--- src/hw/rtl/ipc_pkg.sv ---
package ipc_pkg;

  localparam int unsigned MaxWidth  = 64;
  localparam int unsigned MaxHeight = 64;

  localparam int unsigned ColW   = $clog2(MaxWidth);
  localparam int unsigned RowW   = $clog2(MaxHeight);
  localparam int unsigned DimW   = 7;
  localparam int unsigned CountW = 13;
  localparam int unsigned LineW  = 2;

  localparam logic [CountW-1:0] CountMax = {CountW{1'b1}};

  // Frame size out of reset is 10x10, clamped to the maximum.
  localparam int unsigned ResetDim       = 10;
  localparam int unsigned ResetWidthUse  = (ResetDim > MaxWidth)  ? MaxWidth  : ResetDim;
  localparam int unsigned ResetHeightUse = (ResetDim > MaxHeight) ? MaxHeight : ResetDim;
  localparam logic [ColW-1:0] ResetLastCol = ColW'(ResetWidthUse - 1);
  localparam logic [RowW-1:0] ResetLastRow = RowW'(ResetHeightUse - 1);

  localparam int unsigned CfgIdxW = 2;

  typedef enum logic [CfgIdxW-1:0] {
    CfgFrameWidth  = 2'd0,
    CfgFrameHeight = 2'd1
  } cfg_reg_e;

  // Pixel in flight between RAM read and write-back.
  typedef struct packed {
    logic             pix;
    logic             row_ge1;
    logic             row_ge2;
    logic             col_ge1;
    logic             col_ge2;
    logic             last_row;
    logic             last_col;
    logic [ColW-1:0]  col;
    logic             fwd;
    logic [LineW-1:0] fwd_data;
  } s1_t;

endpackage

--- src/hw/rtl/ipc_pix_if.sv ---
interface ipc_pix_if;
  logic valid;
  logic ready;
  logic pixel_bit;

  modport source (output valid, output pixel_bit, input ready);
  modport sink   (input valid, input pixel_bit, output ready);
endinterface

--- src/hw/rtl/ipc_cnt_if.sv ---
interface ipc_cnt_if;
  logic                        valid;
  logic                        ready;
  logic [ipc_pkg::CountW-1:0]  isolated_count;

  modport source (output valid, output isolated_count, input ready);
  modport sink   (input valid, input isolated_count, output ready);
endinterface

--- src/hw/rtl/ipc_cfg_if.sv ---
interface ipc_cfg_if;
  logic                         valid;
  logic                         ready;
  logic [ipc_pkg::CfgIdxW-1:0]  index;
  logic [ipc_pkg::DimW-1:0]     data;

  modport source (output valid, output index, output data, input ready);
  modport sink   (input valid, input index, input data, output ready);
endinterface

--- src/hw/rtl/ipc_ram.sv ---
// Simple dual-port RAM, registered read, old data on read-during-write.
module ipc_ram #(
  parameter int unsigned Width = 2,
  parameter int unsigned Depth = 64,
  localparam int unsigned AddrW = (Depth > 1) ? $clog2(Depth) : 1
) (
  input  logic             clk_i,
  input  logic             we_i,
  input  logic [AddrW-1:0] waddr_i,
  input  logic [Width-1:0] wdata_i,
  input  logic             re_i,
  input  logic [AddrW-1:0] raddr_i,
  output logic [Width-1:0] rdata_o
);

  logic [Width-1:0] mem_q [Depth];
  logic [Width-1:0] rdata_q;

  always_ff @(posedge clk_i) begin
    if (we_i) begin
      mem_q[waddr_i] <= wdata_i;
    end
    if (re_i) begin
      rdata_q <= mem_q[raddr_i];
    end
  end

  assign rdata_o = rdata_q;

endmodule

--- src/hw/rtl/isolated_pixel_counter.sv ---
// Isolated pixel counter, 8-connected. Pixels enter one per beat in raster
// order and the block counts set pixels whose eight neighbors are clear or
// off the frame; at the last pixel of each frame one beat carries the count
// and a new frame starts at zero. The sustained rate is one pixel per clock:
// each pixel does one read and one write of a 64x2 line-store RAM (the two
// rows above, per column) and a 3x3 window is kept in flops. The last pixel's
// count passes stage 1, then the output buffer. Counts queue in a two-entry
// output buffer, so the last pixel of a frame is held off only while two
// counts are already queued or on their way; with the receiver ready, even
// single-pixel frames run at one pixel per clock. Frame width and height are
// clamped to 1..64 (zero acts as one); any write to either register restarts
// the frame, and writes are expected only with the block idle. The RAM needs
// no clearing after reset: rows above the top and columns left of the edge
// are masked by position.
module isolated_pixel_counter (
  input  logic   clk_i,
  input  logic   rst_ni,
  ipc_pix_if.sink   pix_i,
  ipc_cfg_if.sink   cfg_i,
  ipc_cnt_if.source cnt_o
);

  localparam int unsigned ColW   = ipc_pkg::ColW;
  localparam int unsigned RowW   = ipc_pkg::RowW;
  localparam int unsigned CountW = ipc_pkg::CountW;
  localparam int unsigned LineW  = ipc_pkg::LineW;

  // ---------------- configuration ----------------
  logic [ColW-1:0] w_last_q, w_last_d;
  logic [RowW-1:0] h_last_q, h_last_d;
  logic            cfg_hit;

  assign cfg_i.ready = 1'b1;

  always_comb begin
    w_last_d = w_last_q;
    h_last_d = h_last_q;
    cfg_hit  = 1'b0;
    if (cfg_i.valid) begin
      case (cfg_i.index)
        ipc_pkg::CfgFrameWidth: begin
          cfg_hit = 1'b1;
          if (cfg_i.data == '0) begin
            w_last_d = '0;
          end else if (32'(cfg_i.data) > ipc_pkg::MaxWidth) begin
            w_last_d = ColW'(ipc_pkg::MaxWidth - 1);
          end else begin
            w_last_d = ColW'(cfg_i.data - 1'b1);
          end
        end
        ipc_pkg::CfgFrameHeight: begin
          cfg_hit = 1'b1;
          if (cfg_i.data == '0) begin
            h_last_d = '0;
          end else if (32'(cfg_i.data) > ipc_pkg::MaxHeight) begin
            h_last_d = RowW'(ipc_pkg::MaxHeight - 1);
          end else begin
            h_last_d = RowW'(cfg_i.data - 1'b1);
          end
        end
        default: begin
          cfg_hit = 1'b0;  // unknown index, dropped
        end
      endcase
    end
  end

  // ---------------- stage 0: position, RAM read issue ----------------
  logic [ColW-1:0] col_q, col_d;
  logic [RowW-1:0] row_q, row_d;
  logic            at_last_col, at_last_row, at_last_pix;
  logic            in_ready, in_fire;

  logic            s1_valid_q;
  ipc_pkg::s1_t    s1_q, s1_d;
  logic            s1_res;

  logic              out_valid_q, out_valid_d;
  logic [CountW-1:0] out_cnt_q, out_cnt_d;
  logic              skid_valid_q, skid_valid_d;
  logic [CountW-1:0] skid_cnt_q, skid_cnt_d;

  assign at_last_col = (col_q == w_last_q);
  assign at_last_row = (row_q == h_last_q);
  assign at_last_pix = at_last_col && at_last_row;

  // The last pixel must find a free output entry when it retires.
  assign in_ready    = !at_last_pix || !skid_valid_d;
  assign pix_i.ready = in_ready;
  assign in_fire     = pix_i.valid && in_ready;

  always_comb begin
    col_d = col_q;
    row_d = row_q;
    if (in_fire) begin
      if (at_last_pix) begin
        col_d = '0;
        row_d = '0;
      end else if (at_last_col) begin
        col_d = '0;
        row_d = row_q + RowW'(1);
      end else begin
        col_d = col_q + ColW'(1);
      end
    end
    if (cfg_hit) begin
      col_d = '0;
      row_d = '0;
    end
  end

  // ---------------- line store ----------------
  logic [LineW-1:0] ram_rdata, line_rd, ram_wdata;

  ipc_ram #(
    .Width (LineW),
    .Depth (ipc_pkg::MaxWidth)
  ) u_line_ram (
    .clk_i   (clk_i),
    .we_i    (s1_valid_q),
    .waddr_i (s1_q.col),
    .wdata_i (ram_wdata),
    .re_i    (in_fire),
    .raddr_i (col_q),
    .rdata_o (ram_rdata)
  );

  // bit 0: row above, bit 1: two rows above
  assign line_rd   = s1_q.fwd ? s1_q.fwd_data : ram_rdata;
  assign ram_wdata = {line_rd[0], s1_q.pix};

  always_comb begin
    s1_d          = s1_q;
    s1_d.pix      = pix_i.pixel_bit;
    s1_d.row_ge1  = (row_q != '0);
    s1_d.row_ge2  = (row_q > RowW'(1));
    s1_d.col_ge1  = (col_q != '0);
    s1_d.col_ge2  = (col_q > ColW'(1));
    s1_d.last_row = at_last_row;
    s1_d.last_col = at_last_col;
    s1_d.col      = col_q;
    // Same column written this cycle (one-column frames): RAM returns old data.
    s1_d.fwd      = s1_valid_q && (s1_q.col == col_q);
    s1_d.fwd_data = ram_wdata;
  end

  // ---------------- stage 1: window, decisions, write-back ----------------
  // column vectors: [0] two rows up, [1] row up, [2] current row
  logic [2:0] win_c1_q, win_c2_q;
  logic [2:0] va, vb, vd;
  logic       dec_ul, dec_ur, dec_ll, dec_lr;
  logic [2:0] add;
  logic [CountW:0]   cnt_sum;
  logic [CountW-1:0] cnt_q, cnt_d, cnt_sat;

  assign vd = {s1_q.pix, line_rd[0] & s1_q.row_ge1, line_rd[1] & s1_q.row_ge2};
  assign vb = win_c1_q & {3{s1_q.col_ge1}};
  assign va = win_c2_q & {3{s1_q.col_ge2}};

  assign s1_res = s1_valid_q && s1_q.last_row && s1_q.last_col;

  // Pixel up-left: full window available.
  assign dec_ul = s1_q.row_ge1 && s1_q.col_ge1 && vb[1] && (va == '0) && !vb[0]
                  && !vb[2] && (vd == '0);
  // Pixel up, at the right edge.
  assign dec_ur = s1_q.row_ge1 && s1_q.last_col && vd[1] && (vb == '0)
                  && !vd[0] && !vd[2];
  // Pixel left, in the bottom row.
  assign dec_ll = s1_q.last_row && s1_q.col_ge1 && vb[2] && !va[1] && !va[2]
                  && !vb[1] && !vd[1] && !vd[2];
  // Current pixel, bottom-right corner.
  assign dec_lr = s1_q.last_row && s1_q.last_col && vd[2] && !vb[1] && !vb[2]
                  && !vd[1];

  assign add     = 3'(dec_ul) + 3'(dec_ur) + 3'(dec_ll) + 3'(dec_lr);
  assign cnt_sum = {1'b0, cnt_q} + (CountW + 1)'(add);
  assign cnt_sat = (cnt_sum > {1'b0, ipc_pkg::CountMax}) ? ipc_pkg::CountMax
                                                         : cnt_sum[CountW-1:0];

  always_comb begin
    cnt_d        = cnt_q;
    out_valid_d  = out_valid_q;
    out_cnt_d    = out_cnt_q;
    skid_valid_d = skid_valid_q;
    skid_cnt_d   = skid_cnt_q;
    // Head beat taken: the spare entry, if any, moves up.
    if (out_valid_q && cnt_o.ready) begin
      out_valid_d  = skid_valid_q;
      out_cnt_d    = skid_cnt_q;
      skid_valid_d = 1'b0;
    end
    if (s1_valid_q) begin
      if (s1_res) begin
        cnt_d = '0;
        if (!out_valid_d) begin
          out_valid_d = 1'b1;
          out_cnt_d   = cnt_sat;
        end else begin
          skid_valid_d = 1'b1;
          skid_cnt_d   = cnt_sat;
        end
      end else begin
        cnt_d = cnt_sat;
      end
    end
    if (cfg_hit) begin
      cnt_d = '0;
    end
  end

  assign cnt_o.valid          = out_valid_q;
  assign cnt_o.isolated_count = out_cnt_q;

  // ---------------- registers ----------------
  always_ff @(posedge clk_i or negedge rst_ni) begin
    if (!rst_ni) begin
      w_last_q     <= ipc_pkg::ResetLastCol;
      h_last_q     <= ipc_pkg::ResetLastRow;
      col_q        <= '0;
      row_q        <= '0;
      s1_valid_q   <= 1'b0;
      win_c1_q     <= '0;
      win_c2_q     <= '0;
      cnt_q        <= '0;
      out_valid_q  <= 1'b0;
      skid_valid_q <= 1'b0;
    end else begin
      w_last_q     <= w_last_d;
      h_last_q     <= h_last_d;
      col_q        <= col_d;
      row_q        <= row_d;
      s1_valid_q   <= in_fire;
      cnt_q        <= cnt_d;
      out_valid_q  <= out_valid_d;
      skid_valid_q <= skid_valid_d;
      if (cfg_hit) begin
        win_c1_q <= '0;
        win_c2_q <= '0;
      end else if (s1_valid_q) begin
        win_c2_q <= vb;
        win_c1_q <= vd;
      end
    end
  end

  always_ff @(posedge clk_i) begin
    if (in_fire) begin
      s1_q <= s1_d;
    end
    out_cnt_q  <= out_cnt_d;
    skid_cnt_q <= skid_cnt_d;
  end

  // ---------------- assertions ----------------
  // A count never arrives with both output entries taken.
  a_no_overwrite: assert property (@(posedge clk_i) disable iff (!rst_ni)
    s1_res |-> !skid_valid_q)
    else $error("result buffer overwritten");

  // The spare entry only fills behind a waiting head beat.
  a_skid_order: assert property (@(posedge clk_i) disable iff (!rst_ni)
    skid_valid_q |-> out_valid_q)
    else $error("spare entry valid with empty head");

  // Forwarding is only needed when a row is one column wide.
  a_fwd_narrow: assert property (@(posedge clk_i) disable iff (!rst_ni)
    (s1_valid_q && s1_q.fwd) |-> (w_last_q == '0))
    else $error("forward hit on a frame wider than one column");

  // Position stays inside the frame in use.
  a_pos_range: assert property (@(posedge clk_i) disable iff (!rst_ni)
    (col_q <= w_last_q) && (row_q <= h_last_q))
    else $error("pixel position outside frame");

  // Count restarts after the frame result is taken into the output buffer.
  a_cnt_restart: assert property (@(posedge clk_i) disable iff (!rst_ni)
    s1_res |=> (cnt_q == '0) && out_valid_q)
    else $error("count not restarted at frame end");

endmodule
--- src/flat_wrapper.sv ---
// flat-port wrapper written by rule: the top's interface ports become plain ports
module isolated_pixel_counter_flat 
  (clk_i, rst_ni, pix_i_valid, pix_i_pixel_bit, pix_i_ready, cfg_i_valid, cfg_i_index, cfg_i_data, cfg_i_ready, cnt_o_valid, cnt_o_isolated_count, cnt_o_ready);
  ipc_pix_if pix_i_i ();
  ipc_cfg_if cfg_i_i ();
  ipc_cnt_if cnt_o_i ();
  input  logic clk_i;
  input  logic rst_ni;
  input wire logic [$bits(pix_i_i.valid)-1:0] pix_i_valid;
  input wire logic [$bits(pix_i_i.pixel_bit)-1:0] pix_i_pixel_bit;
  output wire logic [$bits(pix_i_i.ready)-1:0] pix_i_ready;
  input wire logic [$bits(cfg_i_i.valid)-1:0] cfg_i_valid;
  input wire logic [$bits(cfg_i_i.index)-1:0] cfg_i_index;
  input wire logic [$bits(cfg_i_i.data)-1:0] cfg_i_data;
  output wire logic [$bits(cfg_i_i.ready)-1:0] cfg_i_ready;
  output wire logic [$bits(cnt_o_i.valid)-1:0] cnt_o_valid;
  output wire logic [$bits(cnt_o_i.isolated_count)-1:0] cnt_o_isolated_count;
  input wire logic [$bits(cnt_o_i.ready)-1:0] cnt_o_ready;
  assign pix_i_i.valid = pix_i_valid;
  assign pix_i_i.pixel_bit = pix_i_pixel_bit;
  assign pix_i_ready = pix_i_i.ready;
  assign cfg_i_i.valid = cfg_i_valid;
  assign cfg_i_i.index = cfg_i_index;
  assign cfg_i_i.data = cfg_i_data;
  assign cfg_i_ready = cfg_i_i.ready;
  assign cnt_o_valid = cnt_o_i.valid;
  assign cnt_o_isolated_count = cnt_o_i.isolated_count;
  assign cnt_o_i.ready = cnt_o_ready;
  isolated_pixel_counter u_core (.clk_i(clk_i), .rst_ni(rst_ni), .pix_i(pix_i_i), .cfg_i(cfg_i_i), .cnt_o(cnt_o_i));
endmodule
--- config.mk ---
export PLATFORM = sky130hd
export DESIGN_NAME = isolated_pixel_counter_flat
export DESIGN_NICKNAME = d
export VERILOG_FILES = /design/src/hw/rtl/ipc_pkg.sv /design/src/hw/rtl/ipc_pix_if.sv /design/src/hw/rtl/ipc_cnt_if.sv /design/src/hw/rtl/ipc_cfg_if.sv /design/src/hw/rtl/ipc_ram.sv /design/src/hw/rtl/isolated_pixel_counter.sv /design/src/flat_wrapper.sv
export SDC_FILE = /design/constraint.sdc
export NUM_CORES = 1
export LEC_CHECK = 0
export ABC_AREA = 0
export ABC_CLOCK_PERIOD_IN_PS = 7800
export BUFFER_PORTS_ARGS = -buffer_cell sky130_fd_sc_hd__buf_2
export CORE_MARGIN = 2
export CORE_UTILIZATION = 51
export DETAILED_ROUTE_END_ITERATION = 10
export GPL_TIMING_DRIVEN = 0
export HOLD_SLACK_MARGIN = 0.05
export PLACE_DENSITY = 0.67
export SLEW_MARGIN = 30
export SYNTH_ARGS = -nofsm -noshare
export SYNTH_HDL_FRONTEND = slang
export SYNTH_HIERARCHICAL = 1
export SYNTH_SLANG_ARGS = --single-unit
export TNS_END_PERCENT = 30
--- constraint.sdc ---
create_clock -name clk_i -period 7.8 [get_ports clk_i]
set_input_delay 0 -clock clk_i [delete_from_list [all_inputs] [get_ports clk_i]]
set_output_delay 0 -clock clk_i [all_outputs]
set_load 0.05 [all_outputs]
==> run_results.csv <==
group,metric,value,unit
run_status,status,"finished, final reports clean",
place,dp.cells,1047,
finish,drive_gt1_frac,0.1495,
floorplanning,fp.dieArea,20510,um2
routing,antenna_left,0,
power,intPower,2322,uW
sta,finalClockSkew,0.01298,ns
floorplanning,die_w,143.2,um
setup_path,end_kind,"register",
sta,timing.slew.headroom,0.4359,
power,combPwrFrac,0.225,
synth,synth_enable_flop_cells,159,
finish,fin_nets,847,
routing,drt_iter0_drc,573,
setup_path,cp_slowest_cell,"mux2_4",
finish,most-common-layout-cells,"edfxtp_1 (159), nor2_1 (88), nand2_1 (55)",
clock_network,ctsRootBufferMaster,"clkbuf_16",
power,p_leak,0.004055,uW
sta,setup_viol,0,
sta,finalCritPeriodShare,0.5448,
power,swShare,0.3000,
synth,ys_seq_elements,218,
synth,synthCells,755,
routing,vias,6404,
synth,yosysSeqAreaShare,0.6264,
finish,layout.cells.non_filler,1096,
power,pwr-share-clk,0.331,
setup_path,critPathBufInv,2,
place,portBuffers,29,
clock_network,post_cts_resized,0,
routing,first_pass_iters,5,
finish,insertedDiodeCount,0,
clock_network,path_clk_slew,0.06,ns
setup_path,worst_ep_arrival_time,4.63,ns
routing,wl_per_cell,19.71,um
sta,finalCriticalPeriod,4.249,ns
synth,async_reset_ff_frac,0.2110,
sta,fmax,235.3,MHz
finish,area_growth,13.79,%
clock_network,clock_latency,0.51,ns
synth,ys.flop_type,"edfxtp_1",
sta,finalHoldViolCount,0,
finish,mostFrequentLayoutCell,"edfxtp_1",
setup_path,crit_fanout,66,
routing,drc_errors,0,
sta,worst_pin_slew,0.8462,ns
floorplanning,core_area,18830,um2
synth,ys_warn_count,6,
sta,rsz0062_at_grt,"false",
global_routing,grt_max_degree,67,
power,p_switching,995.0,uW
place,dp_hpwl,14.54,mm
setup_path,path_cells,"mux2_4 -> and2_1 -> nor3_1 -> nand3_1 -> fa_1 -> inv_1 -> fa_1 -> a21oi_1 -> nor2_1 -> nand3_1 -> clkbuf_1 -> nand2_1 -> a22o_1",
power,p_per_area,295.0,nW/um2
floorplanning,start_util,0.5249,
clock_network,tritoncts,"done",
min_path,min_path_type,"input pin to asynchronous set/reset pin",
global_routing,grt_pass1_wl,34.67,mm
setup_path,cpPeakStageDelay,0.57,ns
place,gp_congestion,0.8906,
clock_network,cts_buffer_depth,3,
routing,avgViaCountPerCell,5.843,
setup_path,worst-endpoint-required,8.18,ns
global_routing,grtUsageTotal,0.2182,
floorplanning,num_rows,50,
power,p_total,3317,uW
sta,setup_tns,0,ns
global_routing,overflow,0,
clock_network,cts_made_buffers,23,
floorplanning,ioPinCount,31,
synth,synthesis.nets,782,
clock_network,htree_levels,1,
synth,syn_area,9883,um2
synth,postSynthAreaPerCell,13.09,um2
finish,utilization,0.5972,
sta,worst_hold_slack,0.04294,ns
clock_network,cts.sinks,218,
setup_path,critPathTopFamily,"simple AND/OR/NAND/NOR gates",
power,pwr-share-seq,0.444,
floorplanning,die_h,143.2,um
setup_path,startpoint_type,"register",
global_routing,antenna_found_initial,0,
power,vdd_drop_max,0.0001613,V
setup_path,criticalPathCategory,"register to register",
routing,wl,21.60,mm
flow_run,cap_violations,0,
sta,slew_viol_final,0,
clock_network,cts_setup_buffers,0,
global_routing,grt_pass1_vias,6535,
synth,yosysUniqueCellTypes,59,
[logic make-up (layout without fill, tap and decap cells)]
| group | after synthesis | after routing | synth area share |
|---|---|---|---|
| buffers and inverters | 61 | 142 | 0.02848 |
| AO/OA/AOI/OAI | 111 | 111 | 0.07431 |
| other | 1 | 1 | 0.0003794 |
| flip-flops | 218 | 218 | 0.6264 |
| adder cells (fa/ha/maj) | 13 | 13 | 0.01848 |
| multiplexers | 52 | 52 | 0.09077 |
| AND/OR/NAND/NOR | 269 | 269 | 0.1346 |
| XOR/XNOR | 30 | 30 | 0.02659 |
[Yosys cell counts (12+ instances only)]
cell type  instances  area share
dfrtp_1           42        0.11
edfxtp_1         159        0.48
nand3_1           30       0.015
o21ai_0           26       0.013
nor2b_1           17       0.011
clkbuf_1          24      0.0091
mux2i_1           12       0.012
and3_1            19       0.012
xor2_1            12       0.011
mux4_2            29       0.066
nand2b_1          12      0.0076
a211oi_1          14       0.011
inv_1             23      0.0087
dfxtp_1           13       0.026
a21oi_1           25       0.013
nor2_1            89       0.034
xnor2_1           18       0.016
nand2_1           55       0.021
[per-stage QoR]
stage                     area, um2  setup WS (ns)
after CTS                     11240          3.533
after global placement        10350          3.314
after detailed placement      10400          3.543
after floorplan                9883          4.022
after global routing          11250          3.215
final                         11250          3.551
[routing by layer]
layer | global-route usage | up-vias | wire length, um
met5 | 0 | - | 0
met4 | 0.06192 | 0 | 491
met3 | 0.03454 | 42 | 1473
met2 | 0.3742 | 234 | 10540
met1 | 0.2907 | 3195 | 9103
li1 | - | 2933 | -
[power by group through the flow]
stage / Combinational, uW / Sequential [uW] / Clock, uW
finish: 746 / 1470 / 1100
global route: 805 / 1480 / 1170
floorplan: 450 / 1560 / 0
global placement: 704 / 1490 / 0
detailed placement: 733 / 1490 / 0
CTS: 745 / 1470 / 1120
[area by class of cell]
type,instances,area [um2]
timing repair buffer,40,269.0
sequential,218,6191
clock buffer,25,583.1
buffer,38,195.2
multi-input combinational,476,3417
inverter,23,86.33
fill,1473,7585
clock inverter,16,178.9
tap,260,325.3
[flip-flops by register name (all words and copies together), names as in the netlist, 2 cells and up]
| signal | cells |
|---|---|
| u_core/win_c1_q | 3 |
| u_core/u_line_ram/rdata_o | 2 |
| u_core/win_c2_q | 3 |
| u_core/u_line_ram/mem_q | 128 |
| u_core/h_last_q | 6 |
| u_core/row_q | 6 |
| u_core/w_last_q | 6 |
| u_core/s1_q | 15 |
| u_core/skid_cnt_q | 13 |
| u_core/cnt_q | 13 |
| u_core/cnt_o.isolated_count | 13 |
| u_core/col_q | 6 |
[final timing paths]
path | from | end | slack, ns | cells after the start
worst max-delay path | u_core/s1_q[2] | u_core/cnt_q[5] | 3.55 | 13
worst min-delay path | rst_ni | u_core/h_last_q[2] | 0.04 | 2
worst max register to register | u_core/s1_q[2] | u_core/cnt_q[5] | 3.55 | 13
worst min register to register | u_core/w_last_q[0] | u_core/w_last_q[0] | 0.49 | 2
max in group asynchronous | rst_ni | u_core/col_q[2] | 7.33 | 2
min in group clk_i | cfg_i_data[5] | u_core/w_last_q[0] | 0.07 | 5
[timing repair]
action / 4_1_cts / 5_1_grt
setup endpoints to repair: 0 / 0
hold buffers: 8 / 0
endpoints found under the hold margin: 62 / 0
No activity file was read; power rests on OpenSTA's default activity.
